## config.mk

```make
export PLATFORM = sky130hd
export DESIGN_NAME = ppt_ctrl
export DESIGN_NICKNAME = d
export VERILOG_FILES = /design/src/rtl/ppt_pkg.sv /design/src/rtl/ppt_ctrl.sv
export SDC_FILE = /design/constraint.sdc
export NUM_CORES = 1
export LEC_CHECK = 0
export BUFFER_PORTS_ARGS = -buffer_cell sky130_fd_sc_hd__buf_2
export CAP_MARGIN = 20
export CORE_MARGIN = 4
export CORE_UTILIZATION = 59
export DETAILED_ROUTE_END_ITERATION = 6
export GPL_TIMING_DRIVEN = 1
export PLACE_DENSITY = 0.95
export SYNTH_ARGS = -nofsm -noshare
export SYNTH_HDL_FRONTEND = slang
export SYNTH_SLANG_ARGS = --single-unit
```

## constraint.sdc

```tcl
create_clock -name clock -period 3.5 [get_ports clock]
set_input_delay 1.05 -clock clock [delete_from_list [all_inputs] [get_ports clock]]
set_output_delay 1.05 -clock clock [all_outputs]
set_load 0.05 [all_outputs]
```

## src/rtl/ppt_pkg.sv

```systemverilog
package ppt_pkg;

   localparam int CSR_IDX_W  = 3;
   localparam int CSR_DATA_W = 23;

   localparam logic [CSR_IDX_W-1:0] REG_LOOKAHEAD = 3'd0;
   localparam logic [CSR_IDX_W-1:0] REG_MIN_SPEED = 3'd1;
   localparam logic [CSR_IDX_W-1:0] REG_MAX_SPEED = 3'd2;
   localparam logic [CSR_IDX_W-1:0] REG_CURV_GAIN = 3'd3;
   localparam logic [CSR_IDX_W-1:0] REG_POS_TOL   = 3'd4;
   localparam logic [CSR_IDX_W-1:0] REG_HEAD_TOL  = 3'd5;

   localparam logic [22:0] RST_LOOKAHEAD = 23'd3072;
   localparam logic [14:0] RST_MIN_SPEED = 15'd0;
   localparam logic [14:0] RST_MAX_SPEED = 15'd32512;
   localparam logic [15:0] RST_CURV_GAIN = 16'd256;
   localparam logic [22:0] RST_POS_TOL   = 23'd512;
   localparam logic [15:0] RST_HEAD_TOL  = 16'd1638;

   localparam logic signed [23:0] PI_Q16      = 24'sd205887;
   localparam logic signed [23:0] TWO_PI_Q16  = 24'sd411775;
   localparam logic signed [23:0] HALF_PI_Q16 = 24'sd102944;
   localparam logic signed [17:0] CORDIC_K    = 18'sd9949;
   localparam logic signed [17:0] SIN_ONE     = 18'sd16384;
   localparam logic signed [18:0] DRIVE_MAX   = 19'sd131071;
   localparam logic signed [18:0] DRIVE_MIN   = -19'sd131072;

   localparam logic [4:0] CORDIC_LAST = 5'd15;
   localparam logic [4:0] SQRT_LAST   = 5'd24;
   localparam logic [4:0] DIV_LAST    = 5'd14;

   localparam logic [1:0] ST_RUN    = 2'd0;
   localparam logic [1:0] ST_NEAR   = 2'd1;
   localparam logic [1:0] ST_GOAL   = 2'd2;
   localparam logic [1:0] ST_NOPATH = 2'd3;

   localparam logic [1:0] SEL_IDX  = 2'd0;
   localparam logic [1:0] SEL_LAST = 2'd1;
   localparam logic [1:0] SEL_TGT  = 2'd2;

   localparam logic [4:0] OP_NOP       = 5'd0;
   localparam logic [4:0] OP_LATCH     = 5'd1;
   localparam logic [4:0] OP_LOAD      = 5'd2;
   localparam logic [4:0] OP_R2        = 5'd3;
   localparam logic [4:0] OP_SRCH_INIT = 5'd4;
   localparam logic [4:0] OP_RD        = 5'd5;
   localparam logic [4:0] OP_DIFF      = 5'd6;
   localparam logic [4:0] OP_SQ_X      = 5'd7;
   localparam logic [4:0] OP_SQ_Y      = 5'd8;
   localparam logic [4:0] OP_SRCH_HIT  = 5'd9;
   localparam logic [4:0] OP_SRCH_MISS = 5'd10;
   localparam logic [4:0] OP_SRCH_NEXT = 5'd11;
   localparam logic [4:0] OP_T2        = 5'd12;
   localparam logic [4:0] OP_AT_INIT   = 5'd13;
   localparam logic [4:0] OP_AT_STEP   = 5'd14;
   localparam logic [4:0] OP_ERR       = 5'd15;
   localparam logic [4:0] OP_WRAP      = 5'd16;
   localparam logic [4:0] OP_SQ_INIT   = 5'd17;
   localparam logic [4:0] OP_SQ_STEP   = 5'd18;
   localparam logic [4:0] OP_SPD_MAX   = 5'd19;
   localparam logic [4:0] OP_SIN_INIT  = 5'd20;
   localparam logic [4:0] OP_SIN_STEP  = 5'd21;
   localparam logic [4:0] OP_NUM       = 5'd22;
   localparam logic [4:0] OP_DEN       = 5'd23;
   localparam logic [4:0] OP_DIV_STEP  = 5'd24;
   localparam logic [4:0] OP_CLAMP     = 5'd25;
   localparam logic [4:0] OP_OUT       = 5'd26;

   typedef struct packed {
      logic [4:0] op;
      logic [1:0] sel;
      logic [1:0] kind;
   } ppt_cmd_type;

   typedef struct packed {
      logic       is_pose;
      logic       count_zero;
      logic       hit;
      logic       idx_last;
      logic       goal;
      logic       wrap;
      logic       l_zero;
      logic       out_free;
      logic [4:0] step;
   } ppt_stat_type;

   // atan(2^-i) in Q.16
   function automatic logic signed [19:0] atan_q16(input logic [3:0] i);
      logic signed [19:0] v;
      case (i)
         4'd0:    v = 20'sd51472;
         4'd1:    v = 20'sd30385;
         4'd2:    v = 20'sd16055;
         4'd3:    v = 20'sd8150;
         4'd4:    v = 20'sd4091;
         4'd5:    v = 20'sd2047;
         4'd6:    v = 20'sd1024;
         4'd7:    v = 20'sd512;
         4'd8:    v = 20'sd256;
         4'd9:    v = 20'sd128;
         4'd10:   v = 20'sd64;
         4'd11:   v = 20'sd32;
         4'd12:   v = 20'sd16;
         4'd13:   v = 20'sd8;
         4'd14:   v = 20'sd4;
         default: v = 20'sd2;
      endcase
      return v;
   endfunction

endpackage

```

## src/rtl/ppt_ctrl.sv

```systemverilog
module ppt_ctrl (
   input  logic                  clock,
   input  logic                  reset,
   input  logic                  req_valid,
   output logic                  req_ready,
   input  ppt_pkg::ppt_stat_type stat,
   output ppt_pkg::ppt_cmd_type  cmd
);

   localparam logic [4:0] S_IDLE  = 5'd0;
   localparam logic [4:0] S_DISP  = 5'd1;
   localparam logic [4:0] S_SINIT = 5'd2;
   localparam logic [4:0] S_RD    = 5'd3;
   localparam logic [4:0] S_DIFF  = 5'd4;
   localparam logic [4:0] S_SQX   = 5'd5;
   localparam logic [4:0] S_SQY   = 5'd6;
   localparam logic [4:0] S_SCMP  = 5'd7;
   localparam logic [4:0] S_T2    = 5'd8;
   localparam logic [4:0] S_GOAL  = 5'd9;
   localparam logic [4:0] S_ATI   = 5'd10;
   localparam logic [4:0] S_ATS   = 5'd11;
   localparam logic [4:0] S_ERR   = 5'd12;
   localparam logic [4:0] S_WRAP  = 5'd13;
   localparam logic [4:0] S_SQI   = 5'd14;
   localparam logic [4:0] S_SQS   = 5'd15;
   localparam logic [4:0] S_LZ    = 5'd16;
   localparam logic [4:0] S_SINI  = 5'd17;
   localparam logic [4:0] S_SINS  = 5'd18;
   localparam logic [4:0] S_NUM   = 5'd19;
   localparam logic [4:0] S_DEN   = 5'd20;
   localparam logic [4:0] S_DIV   = 5'd21;
   localparam logic [4:0] S_CLAMP = 5'd22;
   localparam logic [4:0] S_EMIT  = 5'd23;

   logic [4:0] state_ff, state_in;
   logic [1:0] phase_ff, phase_in;
   logic [1:0] kind_ff, kind_in;

   always_comb begin
      state_in  = state_ff;
      phase_in  = phase_ff;
      kind_in   = kind_ff;
      req_ready = 1'b0;
      cmd.op    = ppt_pkg::OP_NOP;
      cmd.sel   = phase_ff;
      cmd.kind  = kind_ff;
      case (state_ff)
         S_IDLE: begin
            req_ready = 1'b1;
            if (req_valid) begin
               cmd.op   = ppt_pkg::OP_LATCH;
               state_in = S_DISP;
            end
         end
         S_DISP: begin
            if (!stat.is_pose) begin
               cmd.op   = ppt_pkg::OP_LOAD;
               state_in = S_IDLE;
            end else if (stat.count_zero) begin
               kind_in  = ppt_pkg::ST_NOPATH;
               state_in = S_EMIT;
            end else begin
               cmd.op   = ppt_pkg::OP_R2;
               state_in = S_SINIT;
            end
         end
         S_SINIT: begin
            cmd.op   = ppt_pkg::OP_SRCH_INIT;
            phase_in = ppt_pkg::SEL_IDX;
            state_in = S_RD;
         end
         S_RD: begin
            cmd.op   = ppt_pkg::OP_RD;
            state_in = S_DIFF;
         end
         S_DIFF: begin
            cmd.op   = ppt_pkg::OP_DIFF;
            state_in = S_SQX;
         end
         S_SQX: begin
            cmd.op   = ppt_pkg::OP_SQ_X;
            state_in = S_SQY;
         end
         S_SQY: begin
            cmd.op = ppt_pkg::OP_SQ_Y;
            case (phase_ff)
               ppt_pkg::SEL_IDX:  state_in = S_SCMP;
               ppt_pkg::SEL_LAST: state_in = S_T2;
               default:           state_in = S_ATI;
            endcase
         end
         S_SCMP: begin
            state_in = S_RD;
            if (stat.hit) begin
               cmd.op   = ppt_pkg::OP_SRCH_HIT;
               phase_in = ppt_pkg::SEL_LAST;
            end else if (stat.idx_last) begin
               cmd.op   = ppt_pkg::OP_SRCH_MISS;
               phase_in = ppt_pkg::SEL_LAST;
            end else begin
               cmd.op   = ppt_pkg::OP_SRCH_NEXT;
            end
         end
         S_T2: begin
            cmd.op   = ppt_pkg::OP_T2;
            state_in = S_GOAL;
         end
         S_GOAL: begin
            if (stat.goal) begin
               kind_in  = ppt_pkg::ST_GOAL;
               state_in = S_EMIT;
            end else begin
               phase_in = ppt_pkg::SEL_TGT;
               state_in = S_RD;
            end
         end
         S_ATI: begin
            cmd.op   = ppt_pkg::OP_AT_INIT;
            state_in = S_ATS;
         end
         S_ATS: begin
            cmd.op = ppt_pkg::OP_AT_STEP;
            if (stat.step == ppt_pkg::CORDIC_LAST) begin
               state_in = S_ERR;
            end
         end
         S_ERR: begin
            cmd.op   = ppt_pkg::OP_ERR;
            state_in = S_WRAP;
         end
         S_WRAP: begin
            if (stat.wrap) begin
               cmd.op = ppt_pkg::OP_WRAP;
            end else begin
               state_in = S_SQI;
            end
         end
         S_SQI: begin
            cmd.op   = ppt_pkg::OP_SQ_INIT;
            state_in = S_SQS;
         end
         S_SQS: begin
            cmd.op = ppt_pkg::OP_SQ_STEP;
            if (stat.step == ppt_pkg::SQRT_LAST) begin
               state_in = S_LZ;
            end
         end
         S_LZ: begin
            kind_in = ppt_pkg::ST_RUN;
            if (stat.l_zero) begin
               cmd.op   = ppt_pkg::OP_SPD_MAX;
               state_in = S_EMIT;
            end else begin
               state_in = S_SINI;
            end
         end
         S_SINI: begin
            cmd.op   = ppt_pkg::OP_SIN_INIT;
            state_in = S_SINS;
         end
         S_SINS: begin
            cmd.op = ppt_pkg::OP_SIN_STEP;
            if (stat.step == ppt_pkg::CORDIC_LAST) begin
               state_in = S_NUM;
            end
         end
         S_NUM: begin
            cmd.op   = ppt_pkg::OP_NUM;
            state_in = S_DEN;
         end
         S_DEN: begin
            cmd.op   = ppt_pkg::OP_DEN;
            state_in = S_DIV;
         end
         S_DIV: begin
            cmd.op = ppt_pkg::OP_DIV_STEP;
            if (stat.step == ppt_pkg::DIV_LAST) begin
               state_in = S_CLAMP;
            end
         end
         S_CLAMP: begin
            cmd.op   = ppt_pkg::OP_CLAMP;
            state_in = S_EMIT;
         end
         S_EMIT: begin
            if (stat.out_free) begin
               cmd.op   = ppt_pkg::OP_OUT;
               state_in = S_IDLE;
            end
         end
         default: state_in = S_IDLE;
      endcase
   end

   always_ff @(posedge clock) begin
      if (reset) begin
         state_ff <= S_IDLE;
         phase_ff <= ppt_pkg::SEL_IDX;
         kind_ff  <= ppt_pkg::ST_RUN;
      end else begin
         state_ff <= state_in;
         phase_ff <= phase_in;
         kind_ff  <= kind_in;
      end
   end

endmodule

```

# After elaboration in Yosys (flattened, before gate mapping)
# Index checks and enable logic that the tools add are counted.
[op_classes]
n_reduce_logical = 8
muxes = 31
eq_ne = 39
n_addsub = 0
div = 0
n_bitwise = 0
order_cmp = 0
mul = 0
shift = 0
[op_table]
columns = ["op", "n"]
rows = [
  ["5-bit case mux with 23 select lines", 2],
  ["5-bit two-way mux", 13],
  ["5-bit by 4-bit == test with 1-bit output, second input constant", 10],
  ["5-bit == test, second input constant", 9],
  ["2-bit inequality test, second input constant", 11],
  ["5-bit by 3-bit == test with 1-bit output, second input constant", 4],
  ["2-bit two-way mux", 9],
  ["2-bit case mux with 3 select lines", 2],
  ["5-bit by 2-bit == test with 1-bit output, second input constant", 2],
  ["4-bit case mux with 2 select lines", 1],
  ["7-bit AND reduction", 1],
  ["3-bit nonzero test", 2],
  ["5-bit by 1-bit == test with 1-bit output, second input constant", 1],
  ["5-bit logical NOT", 1],
  ["4-bit AND reduction", 1],
  ["1-bit two-way mux", 3],
  ["3-bit two-way mux", 1],
  ["3-bit inequality test, second input constant", 1],
  ["3-bit AND reduction", 1],
  ["2-bit by 1-bit == test with 1-bit output, second input constant", 1],
  ["2-bit logical NOT", 1],
  ["2-bit OR reduction", 1],
]
[totals]
input_bits = 16
wordCells = 81
mem_count = 0
mem_bits_rw = 0
latch_bits = 0
mem_bits_ro = 0
ff_bits = 9
output_inout_bits = 10

# Depth between registers and ports, before layout
[logic_depth]
ltp_word = 3
mapped_depth = 8
depth_no_buf = 5

# Worst setup path after synthesis
# OpenSTA, ideal clock, no wires.
[synth_path]
path_type = "input port to output port"
startpoint = "in stat[12] (netlist name)"
endpoint = "out cmd[5] (netlist name)"
arrival_ps = 2360
cell_stages = 5
setup_slack_ps = 90
path_buffers = 0
path_cell_list = "a211oi_1 > a21oi_1 > nor3b_1 > a31oi_1 > o221ai_1"
[synth_lines]
columns = ["item", "line", "text"]
rows = [
  ["start: declaration", "ppt_ctrl.sv:6", "input ppt_pkg::ppt_stat_type stat,"],
  ["end: declaration", "ppt_ctrl.sv:7", "output ppt_pkg::ppt_cmd_type cmd"],
]

==> run metrics <==
Synth Area in Compound Gates 36.7%; Fin Hold WS 0.462 ns; die height 55.0 µm; vias in the first global route 1362; DRT Pass-1 Iters 4; final core occ 72.6%; Top FF cell, synth dfxtp_1; clock tree buffer depth 2; HPWL after DPL 2.72 mm; Die ar. 3020 µm²; commonest non-fill, non-tap cells in the layout buf_2 (25), nor2_1 (19), a21oi_1 (18); syn_area_per_cell 6.97 µm²; slew margin rel. 63.3%; cts repair resizes 0; die width 55.0 µm; RSZ-0062 raised after global routing no; post-synthesis adder-cell area fraction 0%; Hold Path Sink kind_ff[1]$_SDFFE_PP0P_; I/O Buffers 25; EDFF count, synth 0; critical path data required time 2.45 ns; via count 1551; Root Driver clkbuf_4; Core Rows 16; Slew Limit Fails 0; Final min period 3.25 ns; Post-Syn Area 1300 µm²; Worst-Margin Slew 0.546 ns; Hold Path Cell Cnt 1; synth unique cells 59; R2R Path Start state_ff[2]$_SDFFE_PP0P_; Hold Startpoint kind_ff[1]$_SDFFE_PP0P_; post-synthesis simple-gate area fraction 35.4%; Setup CP Type in -> out; clock slew at reported path FFs 0.06 ns; crit-path cells buf_2, a211oi_1, a21oi_1, nor3b_1, a31oi_1, o221ai_1, buf_2; final wirelength 3.70 mm; # IOs 26; routability-driven placement congestion ratio 0.997; Final Cycle Share 92.8%; reg2reg setup slack 1.21 ns; r2r worst-path depth 6; Initial Util 64.4%; Hold-fix buffers, CTS 0; ANT cells 0; mux contribution to synthesized area 4.23%; outcome complete, no violations; Syn Inst Count 187; fmax 308 MHz; Tot Pwr 1.11 mW; largest net degree at the start of global routing 27; Worst path max stage delay 0.29 ns; commonest non-fill, non-tap cell in the layout buf_2; layout cells sized above 1 23.3%; VDD IR max 0.454 mV; Pwr Density 755 nW/µm²; Post-synth ARST share 0%; Clock Sinks 9; maxcap violations 0; Critical Path End Type output pin; Final Hold Fails 0; syn_nets 203; Hold Path Class reg -> reg; register area share after synthesis 13.8%; WL/cell 15.9 µm; Final nets 223; initial antenna violation count 1; core box area 2020 µm²; DP Cell Count 229; Yosys reg bits 9; first-pass GRT wire length 6.13 mm; Setup TNS 0 ns; CP arrival 2.20 ns; CP Max Fanout 3; Setup Viol. Count Final 0; H-tree levels 1; Clk Latency, worst-skew pair 0.26 ns; Warnings, synthesis 0; Remaining DRCs 0; nature of the critical path startpoint input port; initial DRC count 74; xor/xnor share of the synthesized area 0.672%; post-route clock skew 0.00163 ns; slowest stage cell, crit path buf_2; main combinational cell family by area after synthesis compound AO/OA/AOI/OAI gates; cts bufs inserted 3; CTS tree yes; Leak 0.575 nW; Post-CTS Setup Bufs 0; GRT Overall Usage 27.7%; Routed Antenna Nets 0; number of vias per cell 6.66; RR Endpoint state_ff[0]$_SDFFE_PP0P_; Top cell by count, worst path buf_2; Area Overhead vs Synth 12.7%; grt total ovfl 0; non-filler cells, final 233
how the worst max path moves through the flow:
| stage | from | endpoint | slack, ns | cells past startpoint |
|---|---|---|---|---|
| CTS | stat[12] | cmd[5] | 0.26 | 7 |
| floorplan | stat[12] | cmd[5] | 0.09 | 5 |
| finish | stat[12] | cmd[5] | 0.25 | 7 |
| global route | state_ff[2]$_SDFFE_PP0P_ | cmd[4] | 0.06 | 7 |
| global placement | stat[12] | cmd[5] | 0.27 | 7 |
| detailed placement | stat[12] | cmd[5] | 0.28 | 7 |
logic make-up after synthesis:
group | count (synthesis)
muxes | 5
AOI/OAI and AO/OA | 68
buffers and inverters | 23
and+or+nand+nor | 81
DFF | 9
xor gates and xnor gates | 1
area by class of cell:
class | count | area [µm²]
Clock buffer | 4 | 26.3
Fill cell | 179 | 554
Inverter | 3 | 11.3
Multi-Input combinational cell | 155 | 1000
Sequential cell | 9 | 180
Tap cell | 27 | 33.8
Timing Repair Buffer | 35 | 213
through the flow:
step / cell area (µm²) / worst slack, ns
floorplan: 1300 / 0.0902
global placement: 1440 / 0.267
detailed placement: 1440 / 0.279
CTS: 1470 / 0.265
global route: 1470 / 0.0632
finish: 1470 / 0.253
power by group:
group | leakage (nW) | switching (mW) | internal (mW)
sequential | 0.0735 | 0.0672 | 0.128
combinational | 0.487 | 0.533 | 0.299
clock | 0.0150 | 0.0359 | 0.0439
synth_stat cells (2+ instances only):
cell type | number | area, µm²
a211o_1 | 2 | 17.5
o21bai_1 | 2 | 15.0
nand4b_1 | 2 | 17.5
a21oi_1 | 18 | 90.1
mux2i_1 | 4 | 40.0
a211oi_1 | 7 | 52.6
nand3_1 | 3 | 15.0
nand2b_1 | 14 | 87.6
nor2b_1 | 7 | 43.8
nor3_1 | 3 | 15.0
buf_2 | 11 | 55.1
a31oi_1 | 6 | 37.5
o31ai_1 | 2 | 15.0
clkbuf_1 | 6 | 22.5
o22ai_1 | 2 | 12.5
nand3b_1 | 2 | 15.0
nor3b_1 | 4 | 30.0
o21ai_0 | 5 | 25.0
nand2_1 | 11 | 41.3
a21o_1 | 2 | 15.0
dfxtp_1 | 9 | 180
buf_6 | 2 | 22.5
nor2_1 | 19 | 71.3
and2_1 | 3 | 18.8
inv_1 | 3 | 11.3
a221oi_1 | 2 | 17.5
o32ai_1 | 2 | 17.5
nor4b_1 | 3 | 26.3
layer usage:
metal | up-vias | part of all wire (%) | global-route usage [%]
li1 | 742 | - | -
met1 | 712 | 40 | 35.0
met2 | 91 | 47 | 45.5
met3 | 6 | 11 | 8.31
met4 | 0 | 1.2 | 7.29
met5 | - | 0 | 0
critical path: cells and delay by family:
family | cells | cell delay, ns
buf+inv | 2 | 0.40
simple gates | 1 | 0.19
compound gates | 4 | 0.54
registers in the layout (all words and copies together) (netlist names):
signal and flops:
state_ff 5, phase_ff 2, kind_ff 2
Note: power is estimated with default switching activity, not from simulation.
